<file path="src/pdr_pkg.sv">
`default_nettype none

package pdr_pkg;

   // Field widths.
   localparam int AMOUNT_W = 17;
   localparam int HEAD_W   = 17;
   localparam int POS_W    = 32;

   // Number of CORDIC micro-rotations (12 .. 32).
   localparam int CORDIC_STEPS = 20;
   localparam int STEP_W       = $clog2(CORDIC_STEPS);
   localparam int ATAN_DEPTH   = 32;
   localparam int ATAN_IDX_W   = $clog2(ATAN_DEPTH);

   // One full turn in 1/256 degree.
   localparam logic [HEAD_W-1:0] TURN_UNITS = 17'd92160;

   // Heading to binary angle: 92160 = 2^11 * 45, so b = (h / 45) * 2^21 + frac(h % 45).
   localparam int ANGLE_DIV   = 45;
   localparam int ANGLE_BIAS  = 22;
   localparam int FRAC_W      = 21;
   localparam int QUO_W       = 11;
   localparam int REM_W       = $clog2(ANGLE_DIV);
   localparam int RECIP_W     = 18;
   localparam int RECIP_SHIFT = 23;
   localparam int DIV_PROD_W  = HEAD_W + RECIP_W;
   localparam logic [RECIP_W-1:0] ANGLE_RECIP   = 18'd186414;
   localparam logic [HEAD_W-1:0]  ANGLE_DIV_VAL = 17'd45;

   // CORDIC datapath.
   localparam int ANG_W  = 32;
   localparam int VEC_W  = 32;
   localparam logic signed [VEC_W-1:0] CORDIC_GAIN = 32'sd652032874;
   localparam logic [ANG_W-1:0]        QUARTER_HALF = 32'h2000_0000;

   // Scaling of the step.
   localparam int DIST_W  = AMOUNT_W + 1;
   localparam int PROD_W  = DIST_W + VEC_W;
   localparam int STEP_SHIFT = 30;
   localparam int DELTA_W = PROD_W - STEP_SHIFT;
   localparam logic signed [PROD_W-1:0] STEP_ROUND = 50'sd536870912;

   localparam logic signed [POS_W-1:0] POS_MAX = 32'sh7FFF_FFFF;
   localparam logic signed [POS_W-1:0] POS_MIN = 32'sh8000_0000;

   // Command codes.
   localparam logic MODE_MOVE = 1'b0;
   localparam logic MODE_TURN = 1'b1;
   localparam logic DIR_FWD   = 1'b1;

   // Quadrants of the binary angle.
   localparam logic [1:0] QUAD_0 = 2'd0;
   localparam logic [1:0] QUAD_1 = 2'd1;
   localparam logic [1:0] QUAD_2 = 2'd2;
   localparam logic [1:0] QUAD_3 = 2'd3;

   localparam logic [ANG_W-1:0] ATAN_TURN [ATAN_DEPTH] = '{
      32'h20000000, 32'h12E4051E, 32'h09FB385B, 32'h051111D4,
      32'h028B0D43, 32'h0145D7E1, 32'h00A2F61E, 32'h00517C55,
      32'h0028BE53, 32'h00145F2F, 32'h000A2F98, 32'h000517CC,
      32'h00028BE6, 32'h000145F3, 32'h0000A2FA, 32'h0000517D,
      32'h000028BE, 32'h0000145F, 32'h00000A30, 32'h00000518,
      32'h0000028C, 32'h00000146, 32'h000000A3, 32'h00000051,
      32'h00000029, 32'h00000014, 32'h0000000A, 32'h00000005,
      32'h00000003, 32'h00000001, 32'h00000001, 32'h00000000
   };

   typedef logic [FRAC_W-1:0] frac_tab_type [ANGLE_DIV];

   function automatic frac_tab_type make_frac_tab();
      frac_tab_type t;
      for (int i = 0; i < ANGLE_DIV; i++) begin
         t[i] = FRAC_W'(((longint'(i) << FRAC_W) + ANGLE_BIAS) / ANGLE_DIV);
      end
      return t;
   endfunction

   // Low bits of the binary angle for each remainder of heading / 45, rounded.
   localparam frac_tab_type ANGLE_FRAC = make_frac_tab();

   typedef struct packed {
      logic                mode;
      logic                direction;
      logic [AMOUNT_W-1:0] amount;
   } pdr_req_type;

   typedef struct packed {
      logic signed [POS_W-1:0] pos_x_out;
      logic signed [POS_W-1:0] pos_y_out;
      logic [HEAD_W-1:0]       heading_out;
   } pdr_rsp_type;

   typedef enum logic [2:0] {
      ST_IDLE,
      ST_DIVIDE,
      ST_REMAIN,
      ST_SETUP,
      ST_ROTATE,
      ST_SCALE,
      ST_MOVE_COMMIT,
      ST_TURN_COMMIT
   } pdr_state_type;

   typedef struct packed {
      logic capture;
      logic divide;
      logic remain;
      logic setup;
      logic step;
      logic scale;
      logic move_commit;
      logic turn_commit;
   } pdr_cmd_type;

   typedef struct packed {
      logic step_last;
   } pdr_status_type;

endpackage

`default_nettype wire

</file>
<file path="src/pose_dead_reckoning.sv">
`default_nettype none

// Dead-reckoning pose keeper. The block holds a planar pose (x and y in 1/256 length unit,
// saturating at the signed 32-bit limits, and a heading in 1/256 degree kept in 0 to 92159)
// and takes one command per request beat: a move along the current heading, forward or
// backward, or a rotation counter-clockwise or clockwise that wraps the heading. Every
// command returns exactly one response beat with the pose after it; a rotation leaves the
// positions as they were and a move leaves the heading as it was. Pose registers clear to
// zero on reset. A move passes through these states in order: the divide and remain states
// turn the heading into a binary angle through a reciprocal multiply and a small constant
// table, the setup state loads the CORDIC, the shared shift-and-add stage then does one
// micro-rotation per cycle, the scale state multiplies the distance by cosine and sine, and
// the commit state rounds, adds and saturates. A rotation goes from capture straight to its
// commit. The result sits in an output register, so a new request is taken while a response
// beat waits; a command only stalls at its commit if the previous response beat has still
// not been taken.
module pose_dead_reckoning import pdr_pkg::*; (
   input  wire logic  clock,
   input  wire logic  reset,
   input  wire logic  req_valid,
   output logic       req_ready,
   input  pdr_req_type req,
   output logic       rsp_valid,
   input  wire logic  rsp_ready,
   output pdr_rsp_type rsp
);

   pdr_cmd_type    cmd;
   pdr_status_type status;

   // The controller sequences the angle conversion, the CORDIC iterations and the commit.
   pdr_ctrl u_ctrl (
      .clock     (clock),
      .reset     (reset),
      .req_valid (req_valid),
      .req_mode  (req.mode),
      .req_ready (req_ready),
      .rsp_ready (rsp_ready),
      .rsp_valid (rsp_valid),
      .status    (status),
      .cmd       (cmd)
   );

   // The datapath holds the pose, the CORDIC registers and the output register.
   pdr_datapath u_datapath (
      .clock  (clock),
      .reset  (reset),
      .req    (req),
      .cmd    (cmd),
      .status (status),
      .rsp    (rsp)
   );

endmodule

`default_nettype wire

</file>
<file path="src/pdr_ctrl.sv">
`default_nettype none

module pdr_ctrl import pdr_pkg::*; (
   input  wire logic     clock,
   input  wire logic     reset,
   input  wire logic     req_valid,
   input  wire logic     req_mode,
   output logic          req_ready,
   input  wire logic     rsp_ready,
   output logic          rsp_valid,
   input  pdr_status_type status,
   output pdr_cmd_type   cmd
);

   pdr_state_type state_ff, state_in;
   logic          rsp_valid_ff, rsp_valid_in;
   logic          out_free;

   always_ff @(posedge clock) begin
      if (reset) begin
         state_ff     <= ST_IDLE;
         rsp_valid_ff <= 1'b0;
      end else begin
         state_ff     <= state_in;
         rsp_valid_ff <= rsp_valid_in;
      end
   end

   always_comb begin
      cmd      = '0;
      state_in = state_ff;
      out_free = !rsp_valid_ff || rsp_ready;
      case (state_ff)
         ST_IDLE: begin
            if (req_valid) begin
               cmd.capture = 1'b1;
               state_in    = (req_mode == MODE_TURN) ? ST_TURN_COMMIT : ST_DIVIDE;
            end
         end
         ST_DIVIDE: begin
            cmd.divide = 1'b1;
            state_in   = ST_REMAIN;
         end
         ST_REMAIN: begin
            cmd.remain = 1'b1;
            state_in   = ST_SETUP;
         end
         ST_SETUP: begin
            cmd.setup = 1'b1;
            state_in  = ST_ROTATE;
         end
         ST_ROTATE: begin
            cmd.step = 1'b1;
            if (status.step_last) begin
               state_in = ST_SCALE;
            end
         end
         ST_SCALE: begin
            cmd.scale = 1'b1;
            state_in  = ST_MOVE_COMMIT;
         end
         ST_MOVE_COMMIT: begin
            if (out_free) begin
               cmd.move_commit = 1'b1;
               state_in        = ST_IDLE;
            end
         end
         ST_TURN_COMMIT: begin
            if (out_free) begin
               cmd.turn_commit = 1'b1;
               state_in        = ST_IDLE;
            end
         end
         default: begin
            state_in = ST_IDLE;
         end
      endcase
      rsp_valid_in = (rsp_valid_ff && !rsp_ready) || cmd.move_commit || cmd.turn_commit;
   end

   assign req_ready = (state_ff == ST_IDLE);
   assign rsp_valid = rsp_valid_ff;

endmodule

`default_nettype wire

</file>
<file path="src/pdr_datapath.sv">
`default_nettype none

module pdr_datapath import pdr_pkg::*; (
   input  wire logic      clock,
   input  wire logic      reset,
   input  pdr_req_type    req,
   input  pdr_cmd_type    cmd,
   output pdr_status_type status,
   output pdr_rsp_type    rsp
);

   // Adds a rounded step to a position and clamps to the 32-bit range.
   function automatic logic signed [POS_W-1:0] sat_add(
      input logic signed [POS_W-1:0]   a,
      input logic signed [DELTA_W-1:0] d
   );
      logic signed [POS_W:0] s;
      s = $signed({a[POS_W-1], a}) + $signed({{(POS_W+1-DELTA_W){d[DELTA_W-1]}}, d});
      if (s[POS_W] != s[POS_W-1]) begin
         return s[POS_W] ? POS_MIN : POS_MAX;
      end
      return s[POS_W-1:0];
   endfunction

   pdr_req_type             req_ff;
   pdr_rsp_type             rsp_ff, rsp_in;
   logic signed [POS_W-1:0] pos_x_ff, pos_x_in;
   logic signed [POS_W-1:0] pos_y_ff, pos_y_in;
   logic [HEAD_W-1:0]       heading_ff, heading_in;

   logic [QUO_W-1:0]        quo_ff;
   logic [REM_W-1:0]        rem_ff;
   logic [1:0]              quad_ff;
   logic signed [ANG_W-1:0] z_ff, z_in;
   logic signed [VEC_W-1:0] x_ff, x_in;
   logic signed [VEC_W-1:0] y_ff, y_in;
   logic [STEP_W-1:0]       step_ff, step_in;
   logic signed [PROD_W-1:0] prod_x_ff, prod_y_ff;

   logic [DIV_PROD_W-1:0]   div_prod;
   logic [ANG_W-1:0]        bang;
   logic [ANG_W-1:0]        bang_shift;
   logic [ATAN_IDX_W-1:0]   step_idx;
   logic signed [VEC_W-1:0] x_sh, y_sh;
   logic signed [VEC_W-1:0] cos_v, sin_v;
   logic signed [DIST_W-1:0] move_dist;
   logic signed [PROD_W-1:0] prod_x, prod_y;
   logic signed [PROD_W-1:0] sum_x, sum_y;
   logic [HEAD_W-1:0]       delta;
   logic [HEAD_W:0]         turn_sum;
   logic [HEAD_W-1:0]       heading_turn;

   // Heading to binary angle, first by quotient and remainder of 45.
   assign div_prod   = DIV_PROD_W'(heading_ff) * DIV_PROD_W'(ANGLE_RECIP);
   assign bang       = {quo_ff, ANGLE_FRAC[rem_ff]};
   assign bang_shift = bang + QUARTER_HALF;

   // One micro-rotation per cycle.
   assign step_idx    = ATAN_IDX_W'(step_ff);
   assign x_sh        = x_ff >>> step_idx;
   assign y_sh        = y_ff >>> step_idx;
   assign status.step_last = (step_ff == STEP_W'(CORDIC_STEPS - 1));

   always_comb begin
      x_in    = x_ff;
      y_in    = y_ff;
      z_in    = z_ff;
      step_in = step_ff;
      if (cmd.setup) begin
         x_in    = CORDIC_GAIN;
         y_in    = '0;
         z_in    = $signed({{(ANG_W-29){~bang_shift[29]}}, bang_shift[28:0]});
         step_in = '0;
      end else if (cmd.step) begin
         step_in = step_ff + STEP_W'(1);
         if (!z_ff[ANG_W-1]) begin
            x_in = x_ff - y_sh;
            y_in = y_ff + x_sh;
            z_in = z_ff - $signed(ATAN_TURN[step_idx]);
         end else begin
            x_in = x_ff + y_sh;
            y_in = y_ff - x_sh;
            z_in = z_ff + $signed(ATAN_TURN[step_idx]);
         end
      end
   end

   // Quadrant turn of the CORDIC result.
   always_comb begin
      case (quad_ff)
         QUAD_0: begin
            cos_v = x_ff;
            sin_v = y_ff;
         end
         QUAD_1: begin
            cos_v = -y_ff;
            sin_v = x_ff;
         end
         QUAD_2: begin
            cos_v = -x_ff;
            sin_v = -y_ff;
         end
         QUAD_3: begin
            cos_v = y_ff;
            sin_v = -x_ff;
         end
         default: begin
            cos_v = x_ff;
            sin_v = y_ff;
         end
      endcase
   end

   assign move_dist = (req_ff.direction == DIR_FWD) ? $signed({1'b0, req_ff.amount})
                                                    : -$signed({1'b0, req_ff.amount});
   assign prod_x = move_dist * cos_v;
   assign prod_y = move_dist * sin_v;
   assign sum_x  = prod_x_ff + STEP_ROUND;
   assign sum_y  = prod_y_ff + STEP_ROUND;

   // Rotation: both reductions need only one compare and subtract.
   assign delta    = (req_ff.amount >= TURN_UNITS) ? req_ff.amount - TURN_UNITS
                                                    : req_ff.amount;
   assign turn_sum = (req_ff.direction == DIR_FWD)
                     ? {1'b0, heading_ff} + {1'b0, delta}
                     : {1'b0, heading_ff} + {1'b0, TURN_UNITS - delta};
   assign heading_turn = (turn_sum >= {1'b0, TURN_UNITS})
                         ? HEAD_W'(turn_sum - {1'b0, TURN_UNITS})
                         : turn_sum[HEAD_W-1:0];

   always_comb begin
      pos_x_in   = pos_x_ff;
      pos_y_in   = pos_y_ff;
      heading_in = heading_ff;
      rsp_in     = rsp_ff;
      if (cmd.move_commit) begin
         pos_x_in = sat_add(pos_x_ff, sum_x[PROD_W-1:STEP_SHIFT]);
         pos_y_in = sat_add(pos_y_ff, sum_y[PROD_W-1:STEP_SHIFT]);
      end else if (cmd.turn_commit) begin
         heading_in = heading_turn;
      end
      if (cmd.move_commit || cmd.turn_commit) begin
         rsp_in.pos_x_out   = pos_x_in;
         rsp_in.pos_y_out   = pos_y_in;
         rsp_in.heading_out = heading_in;
      end
   end

   always_ff @(posedge clock) begin
      if (reset) begin
         pos_x_ff   <= '0;
         pos_y_ff   <= '0;
         heading_ff <= '0;
      end else begin
         pos_x_ff   <= pos_x_in;
         pos_y_ff   <= pos_y_in;
         heading_ff <= heading_in;
      end
   end

   always_ff @(posedge clock) begin
      if (cmd.capture) begin
         req_ff <= req;
      end
      if (cmd.divide) begin
         quo_ff <= div_prod[RECIP_SHIFT +: QUO_W];
      end
      if (cmd.remain) begin
         rem_ff <= REM_W'(heading_ff - HEAD_W'(quo_ff) * ANGLE_DIV_VAL);
      end
      if (cmd.setup) begin
         quad_ff <= bang_shift[ANG_W-1:ANG_W-2];
      end
      if (cmd.scale) begin
         prod_x_ff <= prod_x;
         prod_y_ff <= prod_y;
      end
      x_ff    <= x_in;
      y_ff    <= y_in;
      z_ff    <= z_in;
      step_ff <= step_in;
      rsp_ff  <= rsp_in;
   end

   assign rsp = rsp_ff;

endmodule

`default_nettype wire

</file>
<file path="config.mk">
export PLATFORM = sky130hd
export DESIGN_NAME = pose_dead_reckoning
export DESIGN_NICKNAME = d
export VERILOG_FILES = /design/src/pdr_pkg.sv /design/src/pose_dead_reckoning.sv /design/src/pdr_ctrl.sv /design/src/pdr_datapath.sv
export SDC_FILE = /design/constraint.sdc
export NUM_CORES = 2
export LEC_CHECK = 0
export BUFFER_PORTS_ARGS = -buffer_cell sky130_fd_sc_hd__buf_4
export CAP_MARGIN = 0
export CORE_UTILIZATION = 35
export DETAILED_ROUTE_END_ITERATION = 8
export SLEW_MARGIN = 40
export SYNTH_ARGS = -nofsm -noshare
export SYNTH_HDL_FRONTEND = slang
export SYNTH_SLANG_ARGS = --single-unit
export TNS_END_PERCENT = 20
</file>
<file path="constraint.sdc">
create_clock -name clock -period 12.7 [get_ports clock]
set_input_delay 0.635 -clock clock [delete_from_list [all_inputs] [get_ports clock]]
set_output_delay 0.635 -clock clock [all_outputs]
set_load 0.02 [all_outputs]
</file>
==> results.cfg <==
[layout]
finalNetCount = 10270
areaGrowthSynthToFinish_pct = 7.713
n_fill_cell = 20980
drive_above_1_share_pct = 6.391
layout.cells.non_filler = 11300

[yosys]
ys_seq_area_share_pct = 12.02
synth_area_leader_cell = fa_1
synth.area.top_cells = fa_1, ha_1, edfxtp_1
synth_edf_count = 192
synthCells = 8583
yosysMostFrequentCell = inv_1
synth-seq-cells = 346
synth.cells.most_frequent = inv_1, fa_1, nand2_1, nor2_1, ha_1
synth.distinct_cells = 106
syn_avg_cell_area_sq_um = 8.579
synth.cell_area_sq_um = 73630
async_flop_share_pct = 0
syn_nets = 10380
synth_warnings = 0
synth_top_area_share_pct = 32.65
ys.flop_type = edfxtp_1

[hold_path]
whs_endpoint = u_datapath.req_ff[2]
hold_depth = 1
hold_start = req[2]
hp-class = in2reg

[cts]
ctsHoldBuffers = 0
cts_max_path_buffers = 3
insertion_delay_ns = 0.70
cts.sinks = 346
h-tree-depth = 2
cts.reportedPaths.clkPinSlew_ns = 0.06
post_cts_buffers = 0
tritoncts = done
cts_made_buffers = 46
cts_resized = 0
cts-root-buf = clkbuf_16

[critical_path]
critPathKind = reg2reg
r2r_setup_slack_ns = 1.68
cp-end-kind = register
critPathMaxFanout = 9
critPathMaxStageDelay_ns = 0.57
critPathBufInv = 5
worst_ep_required_time_ns = 13.12
r2r_end = u_datapath.prod_x_ff[49]
r2r_start = u_datapath.y_ff[1]
crit_top_cell = fa_1
worstSetupStartpointType = register
slowest_stage = fa_1
cp.arrival_ns = 11.44
r2r_cells = 35
cp_top_family = adder cells

[floorplanning]
placementRows = 167
core_sq_um = 208100
fp.dieW_microns = 460.7
dieArea_sq_um = 212200
die_h_microns = 460.7
ioPinCount = 106
start_util_pct = 35.38

[outcome]
status = completed

[sta]
finalCritPeriodShare_pct = 86.74
slew_violations = 0
fmax_mhz = 90.77
hold_viol = 0
fin_worst_skew_ns = 0.07926
tns_ns = 0
min_period_ns = 11.02
finalSetupViolations = 0
rsz0062_at_grt = no
slew_headroom_pct = 37.72
worst_pin_slew_ns = 0.9342

[routing]
route.final.wire_length_microns = 237700
antenna_left = 0
viasPerCell = 5.349
dr.pass1.iters = 6
wire_per_inst_microns = 21.03
drc = 0
drt_first_iter_violations = 5610
vias = 60450

[placement]
gp_congestion = 0.9904
io_buffers = 105
dp_hpwl_microns = 187800
dp_cells = 11210

[global_routing]
grt_max_degree = 66
track_usage_pct = 22.63
grt_pass1_wl_microns = 371600
antenna_found_initial = 1
grt_overflow = 0
grt_pass1_vias = 62580

[run]
drv_cap = 0
-- how the worst max path moves through the flow --
stage	endpoint	slack (ns)	start	cells after the start
after floorplan	u_datapath.prod_x_ff[49]	3.55	u_datapath.x_ff[7]	34
after global placement	u_datapath.prod_y_ff[49]	1.92	u_datapath.req_ff[0]	31
after detailed placement	u_datapath.prod_x_ff[49]	1.82	u_datapath.y_ff[1]	35
after CTS	u_datapath.prod_x_ff[49]	1.81	u_datapath.y_ff[1]	35
after global routing	u_datapath.prod_x_ff[49]	1.06	u_datapath.y_ff[1]	35
final	u_datapath.prod_x_ff[49]	1.68	u_datapath.y_ff[1]	35
-- flip-flops by register name (all words and copies together) (netlist names) --
signal / cells
u_ctrl.rsp_valid: 1
u_datapath.heading_ff: 17
u_datapath.quo_ff: 11
u_datapath.rem_ff: 6
u_ctrl.state_ff: 3
u_datapath.z_ff: 32
u_datapath.pos_y_ff: 32
u_datapath.y_ff: 32
u_datapath.prod_x_ff: 21
u_datapath.step_ff: 5
u_datapath.prod_y_ff: 21
u_datapath.quad_ff: 2
u_datapath.req_ff: 18
u_datapath.pos_x_ff: 32
u_datapath.x_ff: 32
u_datapath.rsp: 81
-- per-stage QoR --
stage               setup WS [ns]  hold WS [ns]  area [sq um]  utilization, %
floorplan                   3.552        0.4466         73630               -
global placement            1.920        0.4556         77510           37.25
CTS                         1.805        0.1265         79260           38.08
global route                1.062        0.1410         79300           38.11
detailed placement          1.816        0.4662         77650           37.31
finish                      1.684        0.1617         79310           38.11
-- per-layer routing --
layer	wire (microns)	up-vias	track usage, %	share of wire (%)
li1	-	27240	-	-
met1	101900	30180	30.79	43
met2	104100	2559	35.19	44
met3	20010	477	3.964	8.4
met4	11610	2	9.713	4.9
met5	13	-	0	0.0055
-- layout by cell type (no fill, tap or decap), drive strengths merged, types with 16 or more instances in the layout --
master,n
nand2,1079
and2,51
ha,572
nand4,31
nor3,82
nor2,906
o21ai,421
or3,43
a211oi,57
mux2i,69
dfxtp,154
mux4,75
clkbuf,50
inv,1463
xnor2,279
a22o,16
a21o,129
edfxtp,192
nor4,16
xor2,175
o22ai,22
o31ai,39
o21a,88
clkinv,23
a221oi,16
a21oi,369
o211ai,33
mux2,25
nand3,81
buf,267
fa,1201
nand2b,65
o21bai,26
a31oi,50
nor2b,72
and3,64
-- cells by family (layout without fill, tap and decap cells) --
group / after synthesis / in the layout / share of synthesized area, %
simple gates: 2554 / 2554 / 14.88
other cells: 0 / 2 / 0
mux: 169 / 169 / 3.630
fa+ha+maj: 1777 / 1777 / 42.43
compound gates: 1393 / 1393 / 11.77
xor+xnor: 454 / 454 / 5.400
flops: 346 / 346 / 12.02
buf+inv: 1890 / 1819 / 9.868
-- cell type report --
| class | count | area (sq um) | area share (%) |
|---|---|---|---|
| Multi-Input combinational cell | 6347 | 57770 | 72.85 |
| Clock buffer | 50 | 1176 | 1.483 |
| Sequential cell | 346 | 8862 | 11.17 |
| Clock inverter | 36 | 432.9 | 0.5459 |
| Inverter | 1466 | 5504 | 6.940 |
| Antenna cell | 2 | 5.005 | 0.006311 |
| Timing Repair Buffer | 267 | 2067 | 2.606 |
| Tap cell | 2788 | 3488 | 4.398 |
Power is not shown: default switching activity piles up to over one toggle a cycle in this logic, so the estimate is an artifact.
